==> src/smc_pkg.sv <==
// ----------------------------------------------------------------------------
// smc_pkg: shared types and constants of the stack machine core
// Status codes, opcodes, sequencer states, memory request type and a sign-extension helper.
// ----------------------------------------------------------------------------
package smc_pkg;

    localparam int unsigned MEM_WORDS_DEF = 65536;
    localparam int unsigned NUM_TRAPS_DEF = 5;

    localparam logic [15:0] BASE_RST  = 16'h0000;
    localparam logic [15:0] TOP_RST   = 16'hFFFF;
    localparam logic [15:0] START_RST = 16'h0010;
    localparam logic [11:0] EXIT_TRAP = 12'd2;

    localparam logic [1:0] REG_BASE  = 2'd0;
    localparam logic [1:0] REG_TOP   = 2'd1;
    localparam logic [1:0] REG_START = 2'd2;

    typedef enum logic [3:0] {
        ST_OK      = 4'd0,
        ST_HALT    = 4'd1,
        ST_TRAP    = 4'd2,
        ST_EXIT    = 4'd3,
        ST_BADOP   = 4'd4,
        ST_BADFUNC = 4'd5,
        ST_UNDER   = 4'd6,
        ST_OVER    = 4'd7,
        ST_DIV0    = 4'd8,
        ST_BADTRAP = 4'd9,
        ST_STOPPED = 4'd10
    } t_status;

    typedef enum logic [3:0] {
        OP_ALU   = 4'd1,
        OP_STACK = 4'd2,
        OP_BR    = 4'd3,
        OP_LDI   = 4'd4,
        OP_LOAD  = 4'd5,
        OP_STW   = 4'd6,
        OP_JMP   = 4'd7,
        OP_JAL   = 4'd8,
        OP_RET   = 4'd9,
        OP_TRAP  = 4'd10,
        OP_HALT  = 4'd11
    } t_opcode;

    localparam logic [11:0] ALU_ADD = 12'd0;
    localparam logic [11:0] ALU_SUB = 12'd1;
    localparam logic [11:0] ALU_MUL = 12'd2;
    localparam logic [11:0] ALU_DIV = 12'd3;
    localparam logic [11:0] ALU_NEG = 12'd4;
    localparam logic [11:0] ALU_INC = 12'd5;
    localparam logic [11:0] ALU_DEC = 12'd6;
    localparam logic [11:0] ALU_ABS = 12'd7;
    localparam logic [11:0] ALU_NOT = 12'd8;
    localparam logic [11:0] ALU_AND = 12'd9;
    localparam logic [11:0] ALU_OR  = 12'd10;
    localparam logic [11:0] ALU_XOR = 12'd11;
    localparam logic [11:0] ALU_SHL = 12'd12;
    localparam logic [11:0] ALU_SHR = 12'd13;

    localparam logic [11:0] SK_SWAP = 12'd0;
    localparam logic [11:0] SK_DUP  = 12'd1;
    localparam logic [11:0] SK_DROP = 12'd2;
    localparam logic [11:0] SK_OVER = 12'd3;

    localparam logic [11:0] BR_EQ  = 12'd0;
    localparam logic [11:0] BR_NE  = 12'd1;
    localparam logic [11:0] BR_Z   = 12'd2;
    localparam logic [11:0] BR_NZ  = 12'd3;
    localparam logic [11:0] BR_N   = 12'd4;
    localparam logic [11:0] BR_P   = 12'd5;

    typedef enum logic [3:0] {
        S_IDLE, S_FETCH, S_R0, S_R1, S_R2, S_R3, S_EXEC, S_DIV,
        S_W1, S_W2, S_TOS, S_TOSC, S_OUT
    } t_state;

    typedef struct packed {
        logic        we;
        logic [15:0] addr;
        logic [15:0] wdata;
    } t_mem_req;

    function automatic logic [15:0] sext12(input logic [11:0] v);
        return {{4{v[11]}}, v};
    endfunction

endpackage

==> src/smc_div.sv <==
// ----------------------------------------------------------------------------
// smc_div: unsigned restoring divider
// One quotient bit per cycle while busy, sixteen quotient bits per division.
// ----------------------------------------------------------------------------
module smc_div (
    input  logic        i_clk,
    input  logic        i_rst_n,
    input  logic        i_start,
    input  logic [15:0] i_num,
    input  logic [15:0] i_den,
    output logic        o_done,
    output logic [15:0] o_quo,
    output logic [15:0] o_rem
);
    import smc_pkg::*;

    logic [4:0]  r_cnt;
    logic        r_busy;
    logic        r_done;
    logic [15:0] r_quo;
    logic [15:0] r_rem;
    logic [15:0] r_den;
    logic [16:0] sh;
    logic [16:0] diff;

    assign sh   = {r_rem, r_quo[15]};
    assign diff = sh - {1'b0, r_den};

    always_ff @(posedge i_clk) begin
        if (!i_rst_n) begin
            r_busy <= 1'b0;
            r_done <= 1'b0;
            r_cnt  <= '0;
        end else begin
            r_done <= 1'b0;
            if (i_start) begin
                r_busy <= 1'b1;
                r_cnt  <= 5'd16;
                r_quo  <= i_num;
                r_rem  <= '0;
                r_den  <= i_den;
            end else if (r_busy) begin
                if (!diff[16]) begin
                    r_rem <= diff[15:0];
                    r_quo <= {r_quo[14:0], 1'b1};
                end else begin
                    r_rem <= sh[15:0];
                    r_quo <= {r_quo[14:0], 1'b0};
                end
                r_cnt <= r_cnt - 5'd1;
                if (r_cnt == 5'd1) begin
                    r_busy <= 1'b0;
                    r_done <= 1'b1;
                end
            end
        end
    end

    assign o_done = r_done;
    assign o_quo  = r_quo;
    assign o_rem  = r_rem;

endmodule

==> config.mk <==
export PLATFORM = sky130hd
export DESIGN_NAME = smc_div
export DESIGN_NICKNAME = d
export VERILOG_FILES = /design/src/smc_pkg.sv /design/src/smc_div.sv
export SDC_FILE = /design/constraint.sdc
export NUM_CORES = 1
export LEC_CHECK = 0
export CORE_MARGIN = 2
export CORE_UTILIZATION = 57
export DETAILED_ROUTE_END_ITERATION = 10
export DONT_BUFFER_PORTS = 1
export GPL_ROUTABILITY_DRIVEN = 0
export GPL_TIMING_DRIVEN = 0
export MAX_ROUTING_LAYER = met4
export PLACE_DENSITY = 0.75
export SYNTH_ARGS = -nofsm -noshare
export SYNTH_HDL_FRONTEND = slang
export SYNTH_SLANG_ARGS = --single-unit
==> constraint.sdc <==
create_clock -name i_clk -period 2.57 [get_ports i_clk]
set_input_delay 0.514 -clock i_clk [delete_from_list [all_inputs] [get_ports i_clk]]
set_output_delay 0.514 -clock i_clk [all_outputs]
set_load 0.01 [all_outputs]
==> run metrics, run 1 <==
synth unique cells 44; Die ar. 6130 sq um; Critical Path RT 2.65 ns; first-pass GRT wire length 10500 um; drt via density 5.86; Post-Synth XOR/XNOR Area 2.82%; failing checks setup timing; Static Leak 1.42 nW; CTS tree built; Synth Area in Adders 7.80%; clock buffer depth 2; Cell Area, Synth 3150 sq um; Die Width 78.3 um; sequential share of the synthesized area 50.3%; Pre-antenna DRT Iters 4; Yosys top cell by area edfxtp_1; Worst EP arrival 2.72 ns; Area contributors post-synth edfxtp_1 46%, ha_1 7.2%, mux2_2 6.8%; Post-synth EDFFs 48; io pins 68; setup ws final -0.0702 ns; Synth Area in Compound Gates 11.9%; CTS Hold Bufs 0; max-slew violation count 0; clk_skew 0.00695 ns; CP Max Fanout 4; share of cells above drive strength 1 18.4%; yosys warns 0; CP Capture Type flop; Avg WL per Cell 17.4 um; Post-Syn Nets 334; dpl hpwl 4350 um; design area 3560 sq um; largest family of logic cells by synthesized area simple AND/OR/NAND/NOR gates; Max IR drop VDD 496 uV; flops & latches, synth 55; vias in the first global route 2241; leading cell type in the layout, fill and taps excluded edfxtp_1; Antenna Cells 0; WHS 0.282 ns; Startpoint Class flop; antenna violations before repair 0; CTS Root Cell clkbuf_8; Top FF cell, synth edfxtp_1; M1 GR Usage 28.2%; Synth top area share 45.8%; Skew-Pair Late Insertion Delay 0.32 ns; DR DRC count 0; row count 27; Initial Util 58.2%; status finished, violations left; core box area 5410 sq um; Post-Synth Simple-Gate Area 12.3%; CTS sink count 55; Hold WC Path Type primary input to flop; final wirelength 6460 um; unrepaired setup endpoints after global routing true; GR Util met3 6.21%; height of the die 78.3 um; Least-Margin Pin Slew 0.814 ns; Syn Area/Cell 11.2 sq um; H-tree levels 2; setup violators final 10; P per Cell Area 735 nW/um^2; Cells after Synth 280; via count 2175; grt total ovfl 0; Synth async-reset ratio 0%; f_max 379 MHz; drt initial violations 193; M2 GR Usage 36.7%; global-route usage over all layers 22.7%; Min Clock Period, post-route 2.64 ns; commonest non-fill, non-tap cells in the layout 48 x edfxtp_1, 26 x nand2_1, 22 x inv_1, 17 x a21oi_1; remaining antenna violation count 0; Slew HR 45.7%; CTS buffer count 5; critical path type flop to flop; Max Cap Violations 0; Final Cycle Share 103%; Clock Pin Slew Worst Setup and Hold Paths 0.11 ns; Area Growth Syn to Fin 13.1%; port bufs 0; Hold Vio Cnt, Final 0; Layout Nets 352; DP Area 3240 sq um; post-synthesis mux area share 11.0%; largest net degree at the start of global routing 34; gr busiest metal met2
[worst paths after layout]
kind / from / end / slack (ns) / cells after the start
worst max register to register: o_quo[15] / o_rem[14] / -0.07 / 10
worst min-delay path: i_den[14] / r_den[14] / 0.28 / 0
worst min register to register: r_cnt[1] / r_cnt[1] / 0.50 / 2
worst max-delay path: o_quo[15] / o_rem[14] / -0.07 / 10
[per-layer routing]
metal  wire, um  part of all wire, %
met2       3120                   48
met5          0                    0
met1       2750                   43
met4         68                  1.1
met3        521                  8.1
[worst max-delay path, cell delays in order, from the launching register on]
cell and delay (ns):
edfxtp_1 0.44, inv_2 0.08, ha_4 0.16, fa_2 0.33, nand2b_4 0.15, a21o_1 0.18
a21o_1 0.20, a21oi_4 0.20, xnor2_4 0.18, buf_6 0.18, mux2_1 0.31
[where the power goes]
group          switching [W]  internal (W)
registers          0.0000818       0.00108
clock network       0.000317      0.000301
logic               0.000410      0.000425
total               0.000808       0.00181
[sequential cells by signal (all words and copies together) (netlist names)]
signal  cells
r_busy      1
r_cnt       5
o_done      1
r_den      16
o_quo      16
o_rem      16
[repair_timing]
action	in CTS	in global routing
pin swaps	5	5
gates cloned	1	0
endpoints found under the setup margin	17	17
buffers inserted	8	2
gates resized for setup	12	8
[cell usage after synthesis (7+ instances only)]
master    instances
edfxtp_1         48
a21oi_1          20
nand2b_1          8
nand2_1          26
dfxtp_1           7
ha_1             18
nor2_1           14
mux2i_1          11
nor3_1           10
inv_1            23
mux2_2           19
o21ai_0           7
[metrics by stage]
step / setup WS [ns] / total power [W] / TNS (ns) / util (%) / std cells
global placement: -0.264 / 0.00181 / -2.91 / 59.9 / 352
CTS: -0.149 / 0.00258 / -1.52 / 64.9 / 369
global route: -0.186 / 0.00274 / -2.26 / 65.8 / 371
floorplan: 0.00101 / 0.00169 / 0 / - / 280
detailed placement: -0.240 / 0.00183 / -3.18 / 59.9 / 352
finish: -0.0702 / 0.00261 / -0.346 / 65.8 / 371
[cell families (layout without fill, tap and decap cells)]
kind of cell / after synthesis / after routing
AOI/OAI and AO/OA: 57 / 57
xor gates and xnor gates: 8 / 8
adders and majority gates: 19 / 19
buffers and inverters: 30 / 49
DFF: 55 / 55
muxes: 32 / 32
and+or+nand+nor: 79 / 79
[cell type report]
type                            count  area [sq um]
Timing Repair Buffer               11           124
Sequential cell                    55          1580
Clock buffer                        5          68.8
Inverter                           23          86.3
Buffer                              7          38.8
Tap cell                           72          90.1
Fill cell                         417          1850
Multi-Input combinational cell    195          1520
Clock inverter                      3          50.0
No activity file was read; power rests on OpenSTA's default activity.
==> run 2, diff against run 1 <==
Clock period 2.57 ns to 2.2 ns, I/O delays scaled along.
==> run metrics, run 2 (same netlist as run 1, synthesis figures left out) <==
Initial Util 58.2%; r2r startpoint o_quo[15]; FF/Latch Area 1580 sq um; setup violators final 17; fill count 419; remaining antenna violation count 0; Startpoint Class flop; CP delay by family, top compound AO/OA/AOI/OAI gates; Max Cap Violations 0; DR WL met2 3000 um; Max IR drop VDD 483 uV; dpl hpwl 4330 um; status finished, violations left; Layout Nets 353; WHS 0.212 ns; Avg WL per Cell 17.1 um; DR DRC count 0; CTS buffer count 5; CTS Hold Bufs 0; CTS sink count 55; Hold Vio Cnt, Final 0; CTS Root Cell clkbuf_8; P per Cell Area 822 nW/um^2; Final Cycle Share 122%; max-slew violation count 0; Multi-input gate area 1510 sq um; hold_sp i_den[3]; io pins 68; port bufs 0; critical path type flop to flop; row count 27; Static Leak 1.40 nW; Clock Pin Slew Worst Setup and Hold Paths 0.10 ns; Area Growth Syn to Fin 11.5%; vias in the first global route 2219; DR WL met3 471 um; Worst R2R Setup Slack -0.49 ns; core box area 5410 sq um; CP Capture Type flop; final wirelength 6350 um; Antenna Cells 0; f_max 372 MHz; drt initial violations 118; crit path buf inv count 2; Skew-Pair Late Insertion Delay 0.31 ns; Slowest cell on crit path edfxtp_1; Slew HR 45.6%; clk_skew 0.00668 ns; CTS tree built; global-route usage over all layers 22.5%; depth of the most critical reg-to-reg path 10; grt total ovfl 0; Die Width 78.3 um; setup ws final -0.487 ns; via count 2167; clock buffer depth 2; largest net degree at the start of global routing 34; antenna violations before repair 0; largest stage delay on the critical path 0.43 ns; r2r endpoint o_rem[8]; height of the die 78.3 um; Final Power 0.00288 W; CP Cell Sequence inv_2 > ha_4 > fa_2 > nand2b_4 > a21o_4 > a21o_1 > a21oi_4 > xnor2_4 > buf_12 > mux2_4; Worst EP arrival 2.76 ns; Hold WC Path Type primary input to flop; worst hold stages 0; Critical Path RT 2.28 ns; commonest non-fill, non-tap cells in the layout 48 x edfxtp_1, 26 x nand2_1, 22 x inv_1, 17 x a21oi_1, 17 x ha_1; leading cell type in the layout, fill and taps excluded edfxtp_1; met1 WL 2740 um; drt via density 5.83; WHS Endpoint r_den[3]; Pre-antenna DRT Iters 4; first-pass GRT wire length 10300 um; Least-Margin Pin Slew 0.816 ns; failing checks setup timing; share of cells above drive strength 1 18.0%; Min Clock Period, post-route 2.69 ns; CP Max Fanout 6; unrepaired setup endpoints after global routing true; Die ar. 6130 sq um; H-tree levels 2; Post-Route Utilization 64.9%; uppermost layer routed met4
## run 2: how the worst max path moves through the flow
stage	end	cells past startpoint	start
after floorplan	o_rem[9]	9	o_quo[15]
final	o_rem[8]	10	o_quo[15]
after CTS	o_rem[8]	10	o_quo[15]
after global routing	o_rem[8]	10	o_quo[15]
after global placement	o_rem[7]	8	o_rem[4]
after detailed placement	o_rem[15]	8	o_rem[4]
## run 2: report_power, final
part	internal [W]	switching, W	total [W]
registers	0.00126	0.0000965	0.00136
clock network	0.000232	0.000347	0.000579
logic	0.000475	0.000472	0.000946
total	0.00197	0.000916	0.00288
## run 2: cell type report
class	instances	area share, %
inverters	23	2.46
clock buffers	6	2.07
repair buffers	12	3.25
flip-flops and latches	55	45.1
clock inverters	2	0.499
multi-input cells	195	43.0
well taps	72	2.57
plain buffers	7	1.11
## run 2: repair_timing
action,in CTS,in global routing
hold endpoints to repair,0,0
endpoints found under the setup margin,17,17
cloned,1,0
setup buffers,9,3
resized for setup,7,3
pin swaps,3,2
## run 2: per-layer routing
metal	track usage [%]	vias up
met4	9.82	0
met3	4.94	11
met2	35.2	83
met5	-	-
li1	-	1061
met1	28.6	1012
## run 2: worst reg2reg max path, stage by stage (launching register included)
cell      delay [ns]
edfxtp_1        0.43
inv_2           0.07
ha_4            0.16
fa_2            0.34
nand2b_4        0.15
a21o_4          0.24
a21o_1          0.20
a21oi_4         0.21
xnor2_4         0.20
buf_12          0.17
mux2_4          0.30
## run 2: stage by stage
stage               instance area [sq um]  TNS (ns)  worst slack [ns]  std cells
floorplan                            3180     -4.98            -0.329        280
global placement                     3270    -20.01            -0.594        352
detailed placement                   3280     -9.42            -0.592        352
CTS                                  3500     -7.00            -0.477        370
global route                         3510     -8.88            -0.558        372
finish                               3510     -7.28            -0.487        372
==> run 3, diff against run 2 <==
Settings changed: ABC_CLOCK_PERIOD_IN_PS from default to 3350, CAP_MARGIN from default to 20, CORE_UTILIZATION 57 to 60, PLACE_DENSITY 0.75 to 0.76.
Clock period 2.2 ns to 3.35 ns, I/O delays scaled along.
==> run metrics, run 3 (same netlist as run 1, synthesis figures left out) <==
hold_sp i_den[0]; vias in the first global route 2082; Least-Margin Pin Slew 0.712 ns; depth of the most critical reg-to-reg path 10; Clock Power Share 21.2%; Static Leak 1.31 nW; switching part of the total 32.0%; r2r startpoint o_quo[15]; H-tree levels 2; Final Cycle Share 86.1%; Multi-input gate area 1440 sq um; FF/Latch Area 1580 sq um; io pins 68; unrepaired setup endpoints after global routing false; Avg WL per Cell 17.0 um; share of cells above drive strength 1 11.1%; Startpoint Class flop; row count 26; Worst R2R Setup Slack 0.47 ns; Max IR drop VDD 260 uV; Antenna Cells 0; port bufs 0; Resized Gates After CTS 0; Critical Path RT 3.49 ns; Slew HR 52.5%; global-route usage over all layers 22.5%; CTS Root Cell clkbuf_8; f_max 347 MHz; CP Cell Sequence inv_1 > ha_1 > fa_1 > nand2b_1 > a21o_1 > a21o_1 > a21oi_4 > xnor2_4 > buf_6 > mux2i_1; Hold Vio Cnt, Final 0; core box area 5070 sq um; Clock Pin Slew Worst Setup and Hold Paths 0.10 ns; CTS Hold Bufs 0; via count 2097; DR DRC count 0; max-slew violation count 0; Min Clock Period, post-route 2.88 ns; crit path buf inv count 2; status finished clean; Initial Util 62.0%; r2r endpoint o_rem[7]; combinational power share 28.5%; drt via density 5.84; largest stage delay on the critical path 0.42 ns; Pint 0.00120 W; Skew-Pair Late Insertion Delay 0.31 ns; grt total ovfl 0; antenna violations before repair 0; dpl hpwl 4370 um; Sequential Power Share 50.3%; Switch Pwr 0.000565 W; commonest non-fill, non-tap cells in the layout 48 x edfxtp_1, 26 x nand2_1, 23 x inv_1, 20 x a21oi_1, 19 x mux2_2; CTS buffer count 5; clock buffer depth 2; setup violators final 0; largest net degree at the start of global routing 20; Hold WC Path Type primary input to flop; leading cell type in the layout, fill and taps excluded edfxtp_1; height of the die 76.4 um; critical path type flop to flop; Slowest cell on crit path edfxtp_1; remaining antenna violation count 0; Final Power 0.00177 W; fill count 420; CTS sink count 55; CTS tree built; clk_skew 0.0135 ns; Die Width 76.4 um; final wirelength 6110 um; setup TNS 0 ns; Max Cap Violations 0; Pre-antenna DRT Iters 4; P per Cell Area 528 nW/um^2; drt initial violations 156; Crit path top cell by count a21o_1; first-pass GRT wire length 10100 um; Die ar. 5840 sq um; Worst EP arrival 3.03 ns; worst hold stages 0; WHS Endpoint r_den[0]; CP delay by family, top compound AO/OA/AOI/OAI gates; setup repair bufs after CTS 0; Layout Nets 342; CP Max Fanout 10; Area Growth Syn to Fin 6.48%; CP Capture Type flop
==> run 3: cell count changes in the layout (fill, tap and decap cells not counted), sizes merged <==
cell      previous run  this run
clkinvlp             0         1
clkinv               1         0
buf                 15         4
==> run 3: per-layer routing <==
metal	up-vias	track usage, %	wire length (um)
met1	980	29.5	2630
li1	1040	-	-
met4	0	6.18	61
met5	-	-	0
met3	6	5.09	500
met2	71	35.4	2910
==> run 3: worst max path at each step <==
stage	from	end	slack (ns)	depth (start not counted)
2_1_floorplan	o_quo[15]	o_rem[12]	0.78	9
3_3_place_gp	o_quo[15]	o_rem[7]	0.53	10
3_5_place_dp	o_quo[15]	o_rem[7]	0.48	10
4_1_cts	o_quo[15]	o_rem[7]	0.45	10
5_1_grt	o_quo[15]	o_rem[7]	0.36	10
6_report	o_quo[15]	o_rem[7]	0.47	10
==> run 3: layout make-up <==
| cell class | instances | share of cell area, % |
|---|---|---|
| clock inverter | 2 | 0.486 |
| buffer | 7 | 1.05 |
| inverter | 23 | 2.58 |
| sequential | 55 | 47.2 |
| clock buffer | 6 | 2.17 |
| tap | 70 | 2.61 |
| multi-input combinational | 195 | 43.1 |
| timing repair buffer | 1 | 0.822 |
==> run 3: power by group through the flow <==
stage	clock network [W]	registers [W]	logic [W]
4_1_cts	0.000382	0.000892	0.000502
3_5_place_dp	0	0.000906	0.000501
2_1_floorplan	0	0.000893	0.000405
3_3_place_gp	0	0.000906	0.000482
6_report	0.000375	0.000890	0.000504
5_1_grt	0.000412	0.000899	0.000559
==> run 3: per-stage QoR <==
stage	setup WS (ns)	util, %	area (sq um)	hold slack, ns	std cells
after floorplan	0.781	-	3150	0.468	280
after global placement	0.525	63.7	3230	0.478	350
after detailed placement	0.481	64.3	3260	0.493	351
after CTS	0.455	66.0	3350	0.442	359
after global routing	0.356	66.0	3350	0.428	359
final	0.465	66.0	3350	0.443	359
